<file path="config.mk">
export PLATFORM = sky130hd
export DESIGN_NAME = rtcp_compound_scanner_flat
export DESIGN_NICKNAME = d
export VERILOG_FILES = /design/src/sv/rcs_pkg.sv /design/src/sv/rcs_if.sv /design/src/sv/rtcp_compound_scanner.sv /design/src/flat_wrapper.sv
export SDC_FILE = /design/constraint.sdc
export NUM_CORES = 1
export LEC_CHECK = 0
export BUFFER_PORTS_ARGS = -buffer_cell sky130_fd_sc_hd__buf_4
export CAP_MARGIN = 10
export CELL_PAD_IN_SITES_DETAIL_PLACEMENT = 1
export CELL_PAD_IN_SITES_GLOBAL_PLACEMENT = 1
export CORE_ASPECT_RATIO = 1.75
export CORE_MARGIN = 3
export CORE_UTILIZATION = 52
export CTS_BUF_LIST = sky130_fd_sc_hd__clkbuf_16
export CTS_CLUSTER_SIZE = 25
export DETAILED_ROUTE_END_ITERATION = 7
export HOLD_SLACK_MARGIN = 0.06
export PLACE_DENSITY_LB_ADDON = 0.3
export SETUP_SLACK_MARGIN = 0.1
export SLEW_MARGIN = 20
export SYNTH_ARGS = -nofsm -noshare
export SYNTH_HDL_FRONTEND = slang
export SYNTH_SLANG_ARGS = --single-unit
</file>
<file path="constraint.sdc">
create_clock -name clk -period 5.35 [get_ports clk]
set_clock_uncertainty 0.2 [all_clocks]
set_input_delay 0.535 -clock clk [delete_from_list [all_inputs] [get_ports clk]]
set_output_delay 0.535 -clock clk [all_outputs]
set_load 0.01 [all_outputs]
</file>
<file path="src/sv/rcs_pkg.sv">
`timescale 1ns / 1ps
// ----------------------------------------------------------------------------
// rcs_pkg
// Types, widths and protocol constants for the RTCP compound scanner.
// ----------------------------------------------------------------------------
package rcs_pkg;

  // sizing
  localparam int PACKET_BYTES = 2048;
  localparam int SLOTS        = 4;
  localparam int REG_SLOTS    = 4;
  localparam int SLOT_LIM     = (SLOTS < REG_SLOTS) ? SLOTS : REG_SLOTS;
  localparam int POS_W        = $clog2(PACKET_BYTES + 1);
  // a subpacket start can lie up to 4 * 65536 bytes past the packet window
  localparam int START_W      = $clog2(PACKET_BYTES + 4 * 65536 + 8);
  localparam int ITEM_W       = $clog2(PACKET_BYTES + 264);
  localparam int OFF_W        = 11;
  localparam int CNT_W        = 3;
  localparam int TYPE_W       = 8;
  localparam int CFG_IDX_W    = 3;
  localparam int CFG_DATA_W   = 8;

  // register indexes
  localparam logic [CFG_IDX_W-1:0] REG_SLOT_COUNT = 3'd0;
  localparam logic [CFG_IDX_W-1:0] REG_SLOT_TYPE0 = 3'd1;

  // protocol constants
  localparam logic [1:0] VERSION_2 = 2'd2;
  localparam logic [1:0] VERSION_1 = 2'd1;
  localparam logic [7:0] PT_SR     = 8'd200;
  localparam logic [7:0] PT_RR     = 8'd201;
  localparam logic [7:0] PT_SDES   = 8'd202;
  localparam logic [7:0] PT_BYE    = 8'd203;
  localparam logic [7:0] ITEM_END  = 8'd0;

  typedef logic [POS_W-1:0]   pos_t;
  typedef logic [START_W-1:0] start_t;
  typedef logic [ITEM_W-1:0]  item_t;
  typedef logic [OFF_W-1:0]   off_t;

  typedef enum logic [1:0] {
    CM_FIRST,
    CM_WALK,
    CM_STOP,
    CM_BAD
  } cls_mode_t;

  typedef enum logic [1:0] {
    SM_SEARCH,
    SM_TYPE,
    SM_LEN,
    SM_DONE
  } sd_mode_t;

  typedef struct packed {
    logic [7:0] data_byte;
    logic       last_byte;
  } rcs_in_t;

  typedef struct packed {
    logic        saw_bye;
    logic        saw_sdes;
    logic        sdes_success;
    logic [31:0] sdes_ssrc;
    logic [3:0]  found_mask;
    off_t        item_offset_0;
    off_t        item_offset_1;
    off_t        item_offset_2;
    off_t        item_offset_3;
  } rcs_out_t;

endpackage

</file>
<file path="src/sv/rcs_if.sv">
`timescale 1ns / 1ps
// ----------------------------------------------------------------------------
// rcs_in_if / rcs_out_if
// Valid/ready channels carrying packet bytes in and scan results out.
// ----------------------------------------------------------------------------
interface rcs_in_if;
  logic             valid;
  logic             ready;
  rcs_pkg::rcs_in_t data;

  modport source (output valid, output data, input ready);
  modport sink (input valid, input data, output ready);
endinterface

interface rcs_out_if;
  logic              valid;
  logic              ready;
  rcs_pkg::rcs_out_t data;

  modport source (output valid, output data, input ready);
  modport sink (input valid, input data, output ready);
endinterface

</file>
<file path="src/sv/rtcp_compound_scanner.sv">
`timescale 1ns / 1ps
// ----------------------------------------------------------------------------
// rtcp_compound_scanner
// Streams an RTCP compound packet, classifies it and locates SDES items.
// ----------------------------------------------------------------------------
// Takes one packet byte per cycle on in_ch; the byte flagged last_byte ends
// the packet, and its result word shows on out_ch in the next cycle. Every
// byte goes through a single stage of compares and length adds that update
// the classifier and SDES walk state, so the sustained rate is one byte per
// clock. The result sits in a one-word output register: input is stalled
// only while that word is held and out_ch.ready is low. Bytes beyond
// PACKET_BYTES are ignored by both walks, though last_byte still ends the
// packet. The slot registers are written through cfg_we/cfg_index/cfg_wdata
// only while no packet is in flight; the user must ensure this (unchecked).
module rtcp_compound_scanner (
  input  logic                            clk,
  input  logic                            rst_n,
  input  logic                            cfg_we,
  input  logic [rcs_pkg::CFG_IDX_W-1:0]   cfg_index,
  input  logic [rcs_pkg::CFG_DATA_W-1:0]  cfg_wdata,
  rcs_in_if.sink                          in_ch,
  rcs_out_if.source                       out_ch
);

  // configuration
  logic [rcs_pkg::CNT_W-1:0]  slot_cnt_r;
  logic [rcs_pkg::TYPE_W-1:0] slot_type_r [rcs_pkg::REG_SLOTS];

  // walk state
  rcs_pkg::pos_t      pos_r;
  rcs_pkg::cls_mode_t cls_mode_r, cls_mode_nxt;
  rcs_pkg::start_t    cls_start_r, cls_start_nxt;
  logic [1:0]         cls_flags_r, cls_flags_nxt;
  logic [7:0]         cls_len_r, cls_len_nxt;
  rcs_pkg::sd_mode_t  sd_mode_r, sd_mode_nxt;
  rcs_pkg::start_t    sd_start_r, sd_start_nxt;
  logic               sd_sel_r, sd_sel_nxt;
  logic [7:0]         sd_len_r, sd_len_nxt;
  rcs_pkg::start_t    chunk_end_r, chunk_end_nxt;
  rcs_pkg::item_t     item_next_r, item_next_nxt;
  logic [31:0]        ssrc_r, ssrc_nxt;
  logic [rcs_pkg::REG_SLOTS-1:0] found_r, found_nxt;
  rcs_pkg::off_t      offset_r   [rcs_pkg::REG_SLOTS];
  rcs_pkg::off_t      offset_nxt [rcs_pkg::REG_SLOTS];

  // output register
  logic               out_valid_r;
  rcs_pkg::rcs_out_t  out_data_r, result;

  logic            in_acc;
  logic            active;
  logic [7:0]      b;
  logic [1:0]      ver;
  rcs_pkg::start_t pos_s;
  rcs_pkg::start_t cls_off, sd_off;
  logic            cls_in, sd_in;
  logic            res_valid;

  assign in_ch.ready  = !out_valid_r || out_ch.ready;
  assign in_acc       = in_ch.valid && in_ch.ready;
  assign active       = (int'(pos_r) < rcs_pkg::PACKET_BYTES);
  assign b            = in_ch.data.data_byte;
  assign ver          = b[7:6];
  assign pos_s        = rcs_pkg::start_t'(pos_r);
  assign cls_in       = pos_s >= cls_start_r;
  assign cls_off      = pos_s - cls_start_r;
  assign sd_in        = pos_s >= sd_start_r;
  assign sd_off       = pos_s - sd_start_r;

  assign out_ch.valid = out_valid_r;
  assign out_ch.data  = out_data_r;

  // classifier walk
  always_comb begin
    cls_mode_nxt  = cls_mode_r;
    cls_start_nxt = cls_start_r;
    cls_flags_nxt = cls_flags_r;
    cls_len_nxt   = cls_len_r;
    if (active) begin
      unique case (cls_mode_r)
        rcs_pkg::CM_FIRST: begin
          if (pos_r == '0) begin
            if ((ver != rcs_pkg::VERSION_2 && ver != rcs_pkg::VERSION_1) || b[5]) begin
              cls_mode_nxt = rcs_pkg::CM_BAD;
            end
          end else begin
            cls_mode_nxt = (b == rcs_pkg::PT_SR || b == rcs_pkg::PT_RR) ?
                           rcs_pkg::CM_WALK : rcs_pkg::CM_BAD;
          end
        end
        rcs_pkg::CM_WALK: begin
          if (cls_in) begin
            if (cls_off == rcs_pkg::start_t'(0)) begin
              if (ver != rcs_pkg::VERSION_2) cls_mode_nxt = rcs_pkg::CM_STOP;
            end else if (cls_off == rcs_pkg::start_t'(1)) begin
              if (b == rcs_pkg::PT_BYE)  cls_flags_nxt[0] = 1'b1;
              if (b == rcs_pkg::PT_SDES) cls_flags_nxt[1] = 1'b1;
            end else if (cls_off == rcs_pkg::start_t'(2)) begin
              cls_len_nxt = b;
            end else if (cls_off == rcs_pkg::start_t'(3)) begin
              // next header at start + (length + 1) * 4
              cls_start_nxt = cls_start_r + rcs_pkg::start_t'({cls_len_r, b, 2'b00})
                              + rcs_pkg::start_t'(4);
            end
          end
        end
        rcs_pkg::CM_STOP, rcs_pkg::CM_BAD: begin
        end
        default: begin
        end
      endcase
    end
  end

  // sdes walk
  always_comb begin
    logic hit;
    sd_mode_nxt   = sd_mode_r;
    sd_start_nxt  = sd_start_r;
    sd_sel_nxt    = sd_sel_r;
    sd_len_nxt    = sd_len_r;
    chunk_end_nxt = chunk_end_r;
    item_next_nxt = item_next_r;
    ssrc_nxt      = ssrc_r;
    found_nxt     = found_r;
    offset_nxt    = offset_r;
    hit           = 1'b0;
    if (active && sd_mode_r != rcs_pkg::SM_DONE && sd_in) begin
      if (sd_mode_r == rcs_pkg::SM_SEARCH) begin
        if (sd_off == rcs_pkg::start_t'(0)) begin
          if (ver != rcs_pkg::VERSION_2 && ver != rcs_pkg::VERSION_1) begin
            sd_mode_nxt = rcs_pkg::SM_DONE;
          end else begin
            sd_sel_nxt = (b[4:0] != 5'd0);
          end
        end else if (sd_off == rcs_pkg::start_t'(1)) begin
          if (b != rcs_pkg::PT_SDES) sd_sel_nxt = 1'b0;
        end else if (sd_off == rcs_pkg::start_t'(2)) begin
          sd_len_nxt = b;
        end else if (sd_off == rcs_pkg::start_t'(3)) begin
          if (sd_sel_r) begin
            chunk_end_nxt = sd_start_r + rcs_pkg::start_t'({sd_len_r, b, 2'b00})
                            + rcs_pkg::start_t'(4);
            item_next_nxt = rcs_pkg::item_t'(sd_start_r + rcs_pkg::start_t'(8));
            sd_mode_nxt   = rcs_pkg::SM_TYPE;
          end else begin
            sd_start_nxt = sd_start_r + rcs_pkg::start_t'({sd_len_r, b, 2'b00})
                           + rcs_pkg::start_t'(4);
          end
        end
      end else if (sd_off >= rcs_pkg::start_t'(4) && sd_off <= rcs_pkg::start_t'(7)) begin
        ssrc_nxt = {ssrc_r[23:0], b};
      end else if (sd_mode_r == rcs_pkg::SM_TYPE &&
                   pos_s == rcs_pkg::start_t'(item_next_r)) begin
        if (pos_s >= chunk_end_r || b == rcs_pkg::ITEM_END) begin
          sd_mode_nxt = rcs_pkg::SM_DONE;
        end else begin
          // first unused slot with a matching type takes the item
          for (int i = 0; i < rcs_pkg::REG_SLOTS; i++) begin
            if (!hit && i < rcs_pkg::SLOT_LIM && i < int'(slot_cnt_r) &&
                slot_type_r[i] == b && !found_r[i]) begin
              hit           = 1'b1;
              found_nxt[i]  = 1'b1;
              offset_nxt[i] = pos_r[rcs_pkg::OFF_W-1:0];
            end
          end
          sd_mode_nxt = rcs_pkg::SM_LEN;
        end
      end else if (sd_mode_r == rcs_pkg::SM_LEN &&
                   pos_s == rcs_pkg::start_t'(item_next_r) + rcs_pkg::start_t'(1)) begin
        item_next_nxt = item_next_r + rcs_pkg::item_t'(b) + rcs_pkg::item_t'(2);
        sd_mode_nxt   = rcs_pkg::SM_TYPE;
      end
    end
  end

  // result word from the state after this byte
  always_comb begin
    res_valid            = (cls_mode_nxt == rcs_pkg::CM_WALK ||
                            cls_mode_nxt == rcs_pkg::CM_STOP);
    result.saw_bye       = res_valid && cls_flags_nxt[0];
    result.saw_sdes      = res_valid && cls_flags_nxt[1];
    result.sdes_success  = (found_nxt != '0);
    result.sdes_ssrc     = ssrc_nxt;
    result.found_mask    = found_nxt;
    result.item_offset_0 = found_nxt[0] ? offset_nxt[0] : '0;
    result.item_offset_1 = found_nxt[1] ? offset_nxt[1] : '0;
    result.item_offset_2 = found_nxt[2] ? offset_nxt[2] : '0;
    result.item_offset_3 = found_nxt[3] ? offset_nxt[3] : '0;
  end

  // configuration registers
  always_ff @(posedge clk) begin
    if (!rst_n) begin
      slot_cnt_r <= '0;
      for (int i = 0; i < rcs_pkg::REG_SLOTS; i++) slot_type_r[i] <= '0;
    end else if (cfg_we) begin
      if (cfg_index == rcs_pkg::REG_SLOT_COUNT) begin
        slot_cnt_r <= cfg_wdata[rcs_pkg::CNT_W-1:0];
      end
      for (int i = 0; i < rcs_pkg::REG_SLOTS; i++) begin
        if (cfg_index == rcs_pkg::REG_SLOT_TYPE0 + rcs_pkg::CFG_IDX_W'(i)) begin
          slot_type_r[i] <= cfg_wdata[rcs_pkg::TYPE_W-1:0];
        end
      end
    end
  end

  // walk state: cleared at reset and after each packet
  always_ff @(posedge clk) begin
    if (!rst_n || (in_acc && in_ch.data.last_byte)) begin
      pos_r       <= '0;
      cls_mode_r  <= rcs_pkg::CM_FIRST;
      cls_start_r <= '0;
      cls_flags_r <= '0;
      cls_len_r   <= '0;
      sd_mode_r   <= rcs_pkg::SM_SEARCH;
      sd_start_r  <= '0;
      sd_sel_r    <= 1'b0;
      sd_len_r    <= '0;
      chunk_end_r <= '0;
      item_next_r <= '0;
      ssrc_r      <= '0;
      found_r     <= '0;
      for (int i = 0; i < rcs_pkg::REG_SLOTS; i++) offset_r[i] <= '0;
    end else if (in_acc) begin
      if (active) pos_r <= pos_r + rcs_pkg::pos_t'(1);
      cls_mode_r  <= cls_mode_nxt;
      cls_start_r <= cls_start_nxt;
      cls_flags_r <= cls_flags_nxt;
      cls_len_r   <= cls_len_nxt;
      sd_mode_r   <= sd_mode_nxt;
      sd_start_r  <= sd_start_nxt;
      sd_sel_r    <= sd_sel_nxt;
      sd_len_r    <= sd_len_nxt;
      chunk_end_r <= chunk_end_nxt;
      item_next_r <= item_next_nxt;
      ssrc_r      <= ssrc_nxt;
      found_r     <= found_nxt;
      offset_r    <= offset_nxt;
    end
  end

  // output register
  always_ff @(posedge clk) begin
    if (!rst_n) begin
      out_valid_r <= 1'b0;
    end else if (in_acc && in_ch.data.last_byte) begin
      out_valid_r <= 1'b1;
    end else if (out_ch.ready) begin
      out_valid_r <= 1'b0;
    end
  end

  always_ff @(posedge clk) begin
    if (in_acc && in_ch.data.last_byte) begin
      out_data_r <= result;
    end
  end

endmodule

</file>
<file path="src/flat_wrapper.sv">
// flat-port wrapper written by rule: the top's interface ports become plain ports
module rtcp_compound_scanner_flat 
  (clk, rst_n, cfg_we, cfg_index, cfg_wdata, in_ch_valid, in_ch_data, in_ch_ready, out_ch_valid, out_ch_data, out_ch_ready);
  rcs_in_if in_ch_i ();
  rcs_out_if out_ch_i ();
  input  logic clk;
  input  logic rst_n;
  input  logic cfg_we;
  input  logic [rcs_pkg::CFG_IDX_W-1:0] cfg_index;
  input  logic [rcs_pkg::CFG_DATA_W-1:0] cfg_wdata;
  input wire logic [$bits(in_ch_i.valid)-1:0] in_ch_valid;
  input wire logic [$bits(in_ch_i.data)-1:0] in_ch_data;
  output wire logic [$bits(in_ch_i.ready)-1:0] in_ch_ready;
  output wire logic [$bits(out_ch_i.valid)-1:0] out_ch_valid;
  output wire logic [$bits(out_ch_i.data)-1:0] out_ch_data;
  input wire logic [$bits(out_ch_i.ready)-1:0] out_ch_ready;
  assign in_ch_i.valid = in_ch_valid;
  assign in_ch_i.data = in_ch_data;
  assign in_ch_ready = in_ch_i.ready;
  assign out_ch_valid = out_ch_i.valid;
  assign out_ch_data = out_ch_i.data;
  assign out_ch_i.ready = out_ch_ready;
  rtcp_compound_scanner u_core (.clk(clk), .rst_n(rst_n), .cfg_we(cfg_we), .cfg_index(cfg_index), .cfg_wdata(cfg_wdata), .in_ch(in_ch_i), .out_ch(out_ch_i));
endmodule
</file>
Word-level counts from Yosys, hierarchy flattened
Memory sizes are Yosys's and may differ from the RTL's.
Cells that the tools add are included.

word-level totals
  input port bits = 25
  logic and storage cells = 264
  memories = 1
  bits in latches = 0
  ROM bits = 0
  register bits after elaboration = 271
  memory bits (writable) = 32

memories
  memory              words  width  read ports  clocked after memory_dff  write ports  line                         text
  u_core.slot_type_r  4      8      4           0                         4            rtcp_compound_scanner.sv:27  logic [rcs_pkg::TYPE_W-1:0] slot_type_r [rcs_pkg::REG_SLOTS];

cells by class
  order comparisons = 10
  reductions and logical operators = 60
  add/sub/neg operators = 11
  bitwise logic cells = 11
  equal/unequal tests = 42
  divide/modulo/power cells = 0
  shifts and indexed selects = 0
  mux-type cells = 101
  $mul = 0

operator list
  operator               number
  $mux 44                5
  $mux 12                9
  $mux 32                3
  $eq 19x2->1 const B    4
  $ge 12x19->1           3
  $mux 1                 48
  $mux 11                4
  $mux 2                 22
  $add 19x18->19         2
  $add 19x3->19 const B  2
  $eq 19x1->1 const B    2
  $logic_not 19->1       2
  $sub 12x19->19         2
  $eq 8x8->1             4
  $eq 8x8->1 const B     4
  $mux 8                 4
  $reduce_and 8->1       3
  $logic_and 1x1->1      21
  $mux 4                 5
  $eq 12x19->1           1
  $ge 19x3->1 const B    1
  $le 19x3->1 const B    1
  $ne 2x2->1 const B     7
  $add 12x1->13 const B  1
  35 further kinds       75

Logic depth before layout (Yosys ltp)
An unclocked memory read counts as a cell.

  depth after elaboration = 41
  depth in mapped cells = 16
  gate-level depth less buffers = 15

Least setup slack after synthesis
Ideal clock, no wire load.

  path type = input port to flip-flop
  start point = input out_ch_ready
  end point = register u_core.sd_mode_r[0]
  path slack = 1.430 ns
  stages = 8
  data required time = 5.034 ns
  library setup time = 0.116 ns
  data arrival time = 3.604 ns
  cell sequence = nand2b_1 > and2_1 > clkbuf_1 > nand2_1 > inv_1 > nor2_1 > clkbuf_1 > a31o_2

between the ends
  cells in the longest elaborated chain, start to end = 4
  elaborated cells between the ends (all ways) = 5

RTL lines
  what                                                                      line                          text
  start, declared                                                           flat_wrapper.sv:16            input wire logic [$bits(out_ch_i.ready)-1:0] out_ch_ready;
  $logic_or 1x1->1 *                                                        rtcp_compound_scanner.sv:59   assign in_ch.ready = !out_valid_r || out_ch.ready;
  $logic_and 1x1->1 *                                                       rtcp_compound_scanner.sv:60   assign in_acc = in_ch.valid && in_ch.ready;
  parallel branches: the longest is 2 deep, another holds $reduce_and 9->1  --
  end signal, assigned                                                      rtcp_compound_scanner.sv:217  sd_mode_r <= rcs_pkg::SM_SEARCH;
  end signal, assigned                                                      rtcp_compound_scanner.sv:232  sd_mode_r <= sd_mode_nxt;
  end, declared                                                             rtcp_compound_scanner.sv:35   rcs_pkg::sd_mode_t sd_mode_r, sd_mode_nxt;

Mark *: on every way between the ends.
A chain may end at the register's enable or synchronous reset.

Final worst setup path
  start point = register u_core.sd_start_r[11]
  end point = register u_core.offset_r[33] (netlist bit)

between the ends
  cells in the longest elaborated chain, start to end = 6
  elaborated cells between the ends (all ways) = 9

RTL lines
  what                                        line                          text
  start, declared                             rtcp_compound_scanner.sv:36   rcs_pkg::start_t sd_start_r, sd_start_nxt;
  start signal, assigned                      rtcp_compound_scanner.sv:233  sd_start_r <= sd_start_nxt;
  $sub 12x19->19                              rtcp_compound_scanner.sv:68   assign sd_off = pos_s - sd_start_r;
  $ge 19x3->1 or $le 19x3->1 (tied branches)  rtcp_compound_scanner.sv:151  end else if (sd_off >= rcs_pkg::start_t'(4) && sd_off <= rcs_pkg::start_t'(7)) begin
  $logic_and 1x1->1                           rtcp_compound_scanner.sv:151
  $mux 44                                     rtcp_compound_scanner.sv:151
  $mux 44                                     rtcp_compound_scanner.sv:129  if (sd_mode_r == rcs_pkg::SM_SEARCH) begin
  $mux 44 *                                   rtcp_compound_scanner.sv:128  if (active && sd_mode_r != rcs_pkg::SM_DONE && sd_in) begin
  end signal, assigned                        rtcp_compound_scanner.sv:240  offset_r <= offset_nxt;
  end, declared                               rtcp_compound_scanner.sv:43   rcs_pkg::off_t offset_r [rcs_pkg::REG_SLOTS];

Every way passes the cells marked *; elsewhere a longest branch is shown, timed or not.

==> key figures <==
Floorplan
  – Die X: 141 um
  – Die ar.: 34300 um^2
  – Core box area: 31500 um^2
  – Starting Density: 0.529
  – FP Rows: 86
  – Die extent in y: 243 um
  – IO Pins: 110

Routing
  – Drt drc: 0
  – DR vias/cell: 6.18
  – Pre-antenna DRT Iters: 5
  – Via Count: 13900
  – ANT nets after route: 0
  – Routed WL: 52700 um
  – Starting DRT DRC Count: 625
  – WL per Instance: 23.5 um

Placed design
  – I/O Buffers: 109
  – HPWL after DPL: 37600 um
  – Placed cell count: 2191
  – RePlAce Congestion: 0.935

Synth
  – Synth area leaders: dfxtp_1, edfxtp_1, ha_1
  – Cells after Synth: 1735
  – Post-synth EDFFs: 115
  – Syn Std Cell Area: 16700 um^2
  – Top_reg_cell synth: dfxtp_1
  – Cell variety after synth: 75
  – Yosys top cell area share: 0.219
  – Fraction of the yosys area taken by sequential cells: 0.426
  – Syn avg cell area: 9.61 um^2
  – Yosys warns: 0
  – Top cell type by total area after synthesis: dfxtp_1
  – Synthesis-stage register bit count: 297
  – Synth async-reset ratio: 0

Timing
  – Final Cycle Share: 0.860
  – Final min period: 4.60 ns
  – F_max: 217 MHz
  – Fin. max-slew vios: 0
  – RSZ-0062 raised after global routing: no
  – Slew @ Worst Pin: 1.13 ns
  – Final setup fails: 0
  – Slew HR: 0.246
  – Final hold viol count: 0
  – Setup TNS Final: 0 ns

Clock tree
  – CTS root buf: clkbuf_16
  – CTS Sinks: 297
  – PostCTS Resize Cnt: 0
  – TritonCTS clock tree: built
  – Hold buffer count at CTS: 0
  – H-tree levels: 1
  – CTS Buf Count: 29
  – Clock buffer depth: 3
  – Clock slew at reported path FFs: 0.07 ns
  – Post-CTS Setup Bufs: 0
  – Clock latency on the worst-skew pair: 0.58 ns

Global routing
  – Total GRT Usage: 0.304
  – Number of global-route vias before repair: 15300
  – First-pass GRT wire length: 83200 um
  – Initial antenna violation count: 1
  – Grt ovf: 0
  – Pin count of the biggest net entering global routing: 84

Cells and area
  – Synth-to-Final Area Change: 13.0%
  – Final Util: 0.598
  – Non-filler cells, final: 2245
  – Antenna diodes: 0
  – Final net count: 1976
  – Multi-input logic area: 8950 um^2
  – Register area: 7100 um^2
  – # fillers: 3526
  – Fraction of layout cells with a size suffix above 1: 0.117

Worst setup path
  – Critical Path Fanout Max: 12
  – CP endpoint kind: register
  – Most frequent cell on the critical path: o21ai_0
  – Buf/Inv on CP: 2
  – CP Launch Type: register
  – Reg2reg setup slack: 0.75 ns
  – Setup CP Type: register to register
  – Largest delay share family, worst path: simple AND/OR/NAND/NOR gates
  – CP max stage delay: 0.63 ns
  – CP cell instances: inv_1, ha_1, o21ai_0, o21ai_1, o21ai_0, a311oi_1, nand3_1, or4_1, nand4_1, buf_4, or2_2, mux2i_1
  – Slowest stage cell, crit path: or4_1
  – Worst Path Arrival: 4.89 ns
  – Data required, critical path: 5.64 ns

Hold path
  – Hold WC Path Type: input pin to register

Status
  – Status: finished, final reports clean

Pwr
  – Leak pwr: 7.98 nW
  – PD cells: 253 nW/um^2
  – Maximum VDD drop: 0.305 mV

Job
  – Max-cap viol count: 0
layer usage:
metal  share of wire  GRT usage  routed length (um)
met1            0.35      0.313               18500
met2            0.53      0.570               28000
met3           0.049     0.0406                2560
met4           0.069      0.184                3650
met5               0          0                   0
flip-flops by register name, indices dropped and copies added (netlist names), 17 cells and up:
register / count
u_core.cls_start_r: 17
u_core.ssrc_r: 32
u_core.offset_r: 44
u_core.out_ch.data: 83
u_core.slot_type_r: 32
u_core.sd_start_r: 17
u_core.chunk_end_r: 17
synth_stat cells (all sizes together), types with 5 or more instances:
cell / number
a211o: 6
and2: 38
nor4: 26
nand3: 45
o21bai: 6
nand4: 18
nand2: 147
ha: 122
nor3: 33
or4: 10
and3: 9
a21o: 17
nor2b: 13
nor2: 187
a21oi: 66
a211oi: 18
or2: 10
mux2: 28
edfxtp: 115
buf: 21
o31ai: 24
clkbuf: 60
nor3b: 5
or3: 6
xor2: 39
dfxtp: 182
o22ai: 5
o21a: 21
xnor2: 58
a22o: 22
o211ai: 10
mux2i: 131
inv: 88
a31oi: 17
nand2b: 22
o21ai: 57
cells in the final DEF, fill, tap and decap left out, types with 8 or more instances in the layout:
cell type,Yosys,layout
inv_1,87,93
a21o_1,17,17
mux2_1,20,20
xor2_1,39,39
nand4_1,18,18
nor4_1,22,22
o31ai_1,24,23
mux2_2,8,8
o21a_1,21,21
a21oi_1,66,66
and3_1,9,9
clkbuf_16,0,29
dfxtp_1,182,182
buf_4,2,140
edfxtp_1,115,115
mux2i_1,131,131
ha_1,122,122
o211ai_1,10,10
and2_1,38,38
or4_1,10,10
xnor2_1,58,58
nor2_1,187,186
nand2b_1,22,22
nor2b_1,13,13
nand3_1,45,44
a31oi_1,17,17
or2_2,8,8
o21ai_0,55,53
a22o_1,22,22
a211oi_1,18,18
nor3_1,32,30
nand2_1,146,145
path summary, 6_finish.rpt:
check,startpoint,endpoint,cells after the start
min,cfg_wdata[1],u_core.slot_cnt_r[1]$_SDFFE_PN0P_,3
max,u_core.sd_start_r[11]$_SDFFE_PP0P_,u_core.offset_r[33]$_SDFFE_PP0P_,12
max reg2reg,u_core.sd_start_r[11]$_SDFFE_PP0P_,u_core.offset_r[33]$_SDFFE_PP0P_,12
min reg2reg,u_core.chunk_end_r[8]$_SDFFE_PP0P_,u_core.chunk_end_r[8]$_SDFFE_PP0P_,2
layout make-up:
cell class                 instances  share of cell area
clock buffer                      29              0.0385
clock inverter                    25             0.00970
inverter                          88              0.0176
multi-input combinational       1270               0.475
sequential                       297               0.377
tap                              396              0.0263
timing repair buffer             140              0.0558
per-stage QoR:
| stage | hold slack, ns | setup WS, ns | power, mW | instance area (um^2) |
|---|---|---|---|---|
| floorplan | 0.232 | 1.43 | 2.64 | 16700 |
| global placement | 0.239 | 1.05 | 2.77 | 17900 |
| detailed placement | 0.248 | 0.849 | 2.79 | 17900 |
| CTS | 0.0734 | 0.822 | 4.78 | 18800 |
| global route | 0.0943 | 0.351 | 4.90 | 18800 |
| finish | 0.0803 | 0.750 | 4.76 | 18800 |
worst min-delay path, delay by kind of cell:
family | cells | cell delay, ns
buffers and inverters | 1 | 0.11
muxes | 1 | 0.09
and+or+nand+nor | 1 | 0.08
cell families (layout without fill, tap and decap cells):
logic type               after synthesis  after routing  share of synthesized area
other                                  2              3                   0.000450
XOR/XNOR                              97             97                     0.0510
multiplexers                         159            159                     0.0976
flip-flops                           297            297                      0.426
adder cells (fa/ha/maj)              125            125                     0.0952
buffers and inverters                169            282                     0.0396
AO/OA/AOI/OAI                        303            303                      0.121
AND/OR/NAND/NOR                      583            583                      0.169
power by group:
group / switching, mW / internal [mW] / leakage, nW / total (mW)
clock network: 0.928 / 1.09 / 0.466 / 2.02
logic: 0.213 / 0.114 / 4.94 / 0.327
registers: 0.0282 / 2.39 / 2.57 / 2.42
No activity file was read; power rests on OpenSTA's default activity.
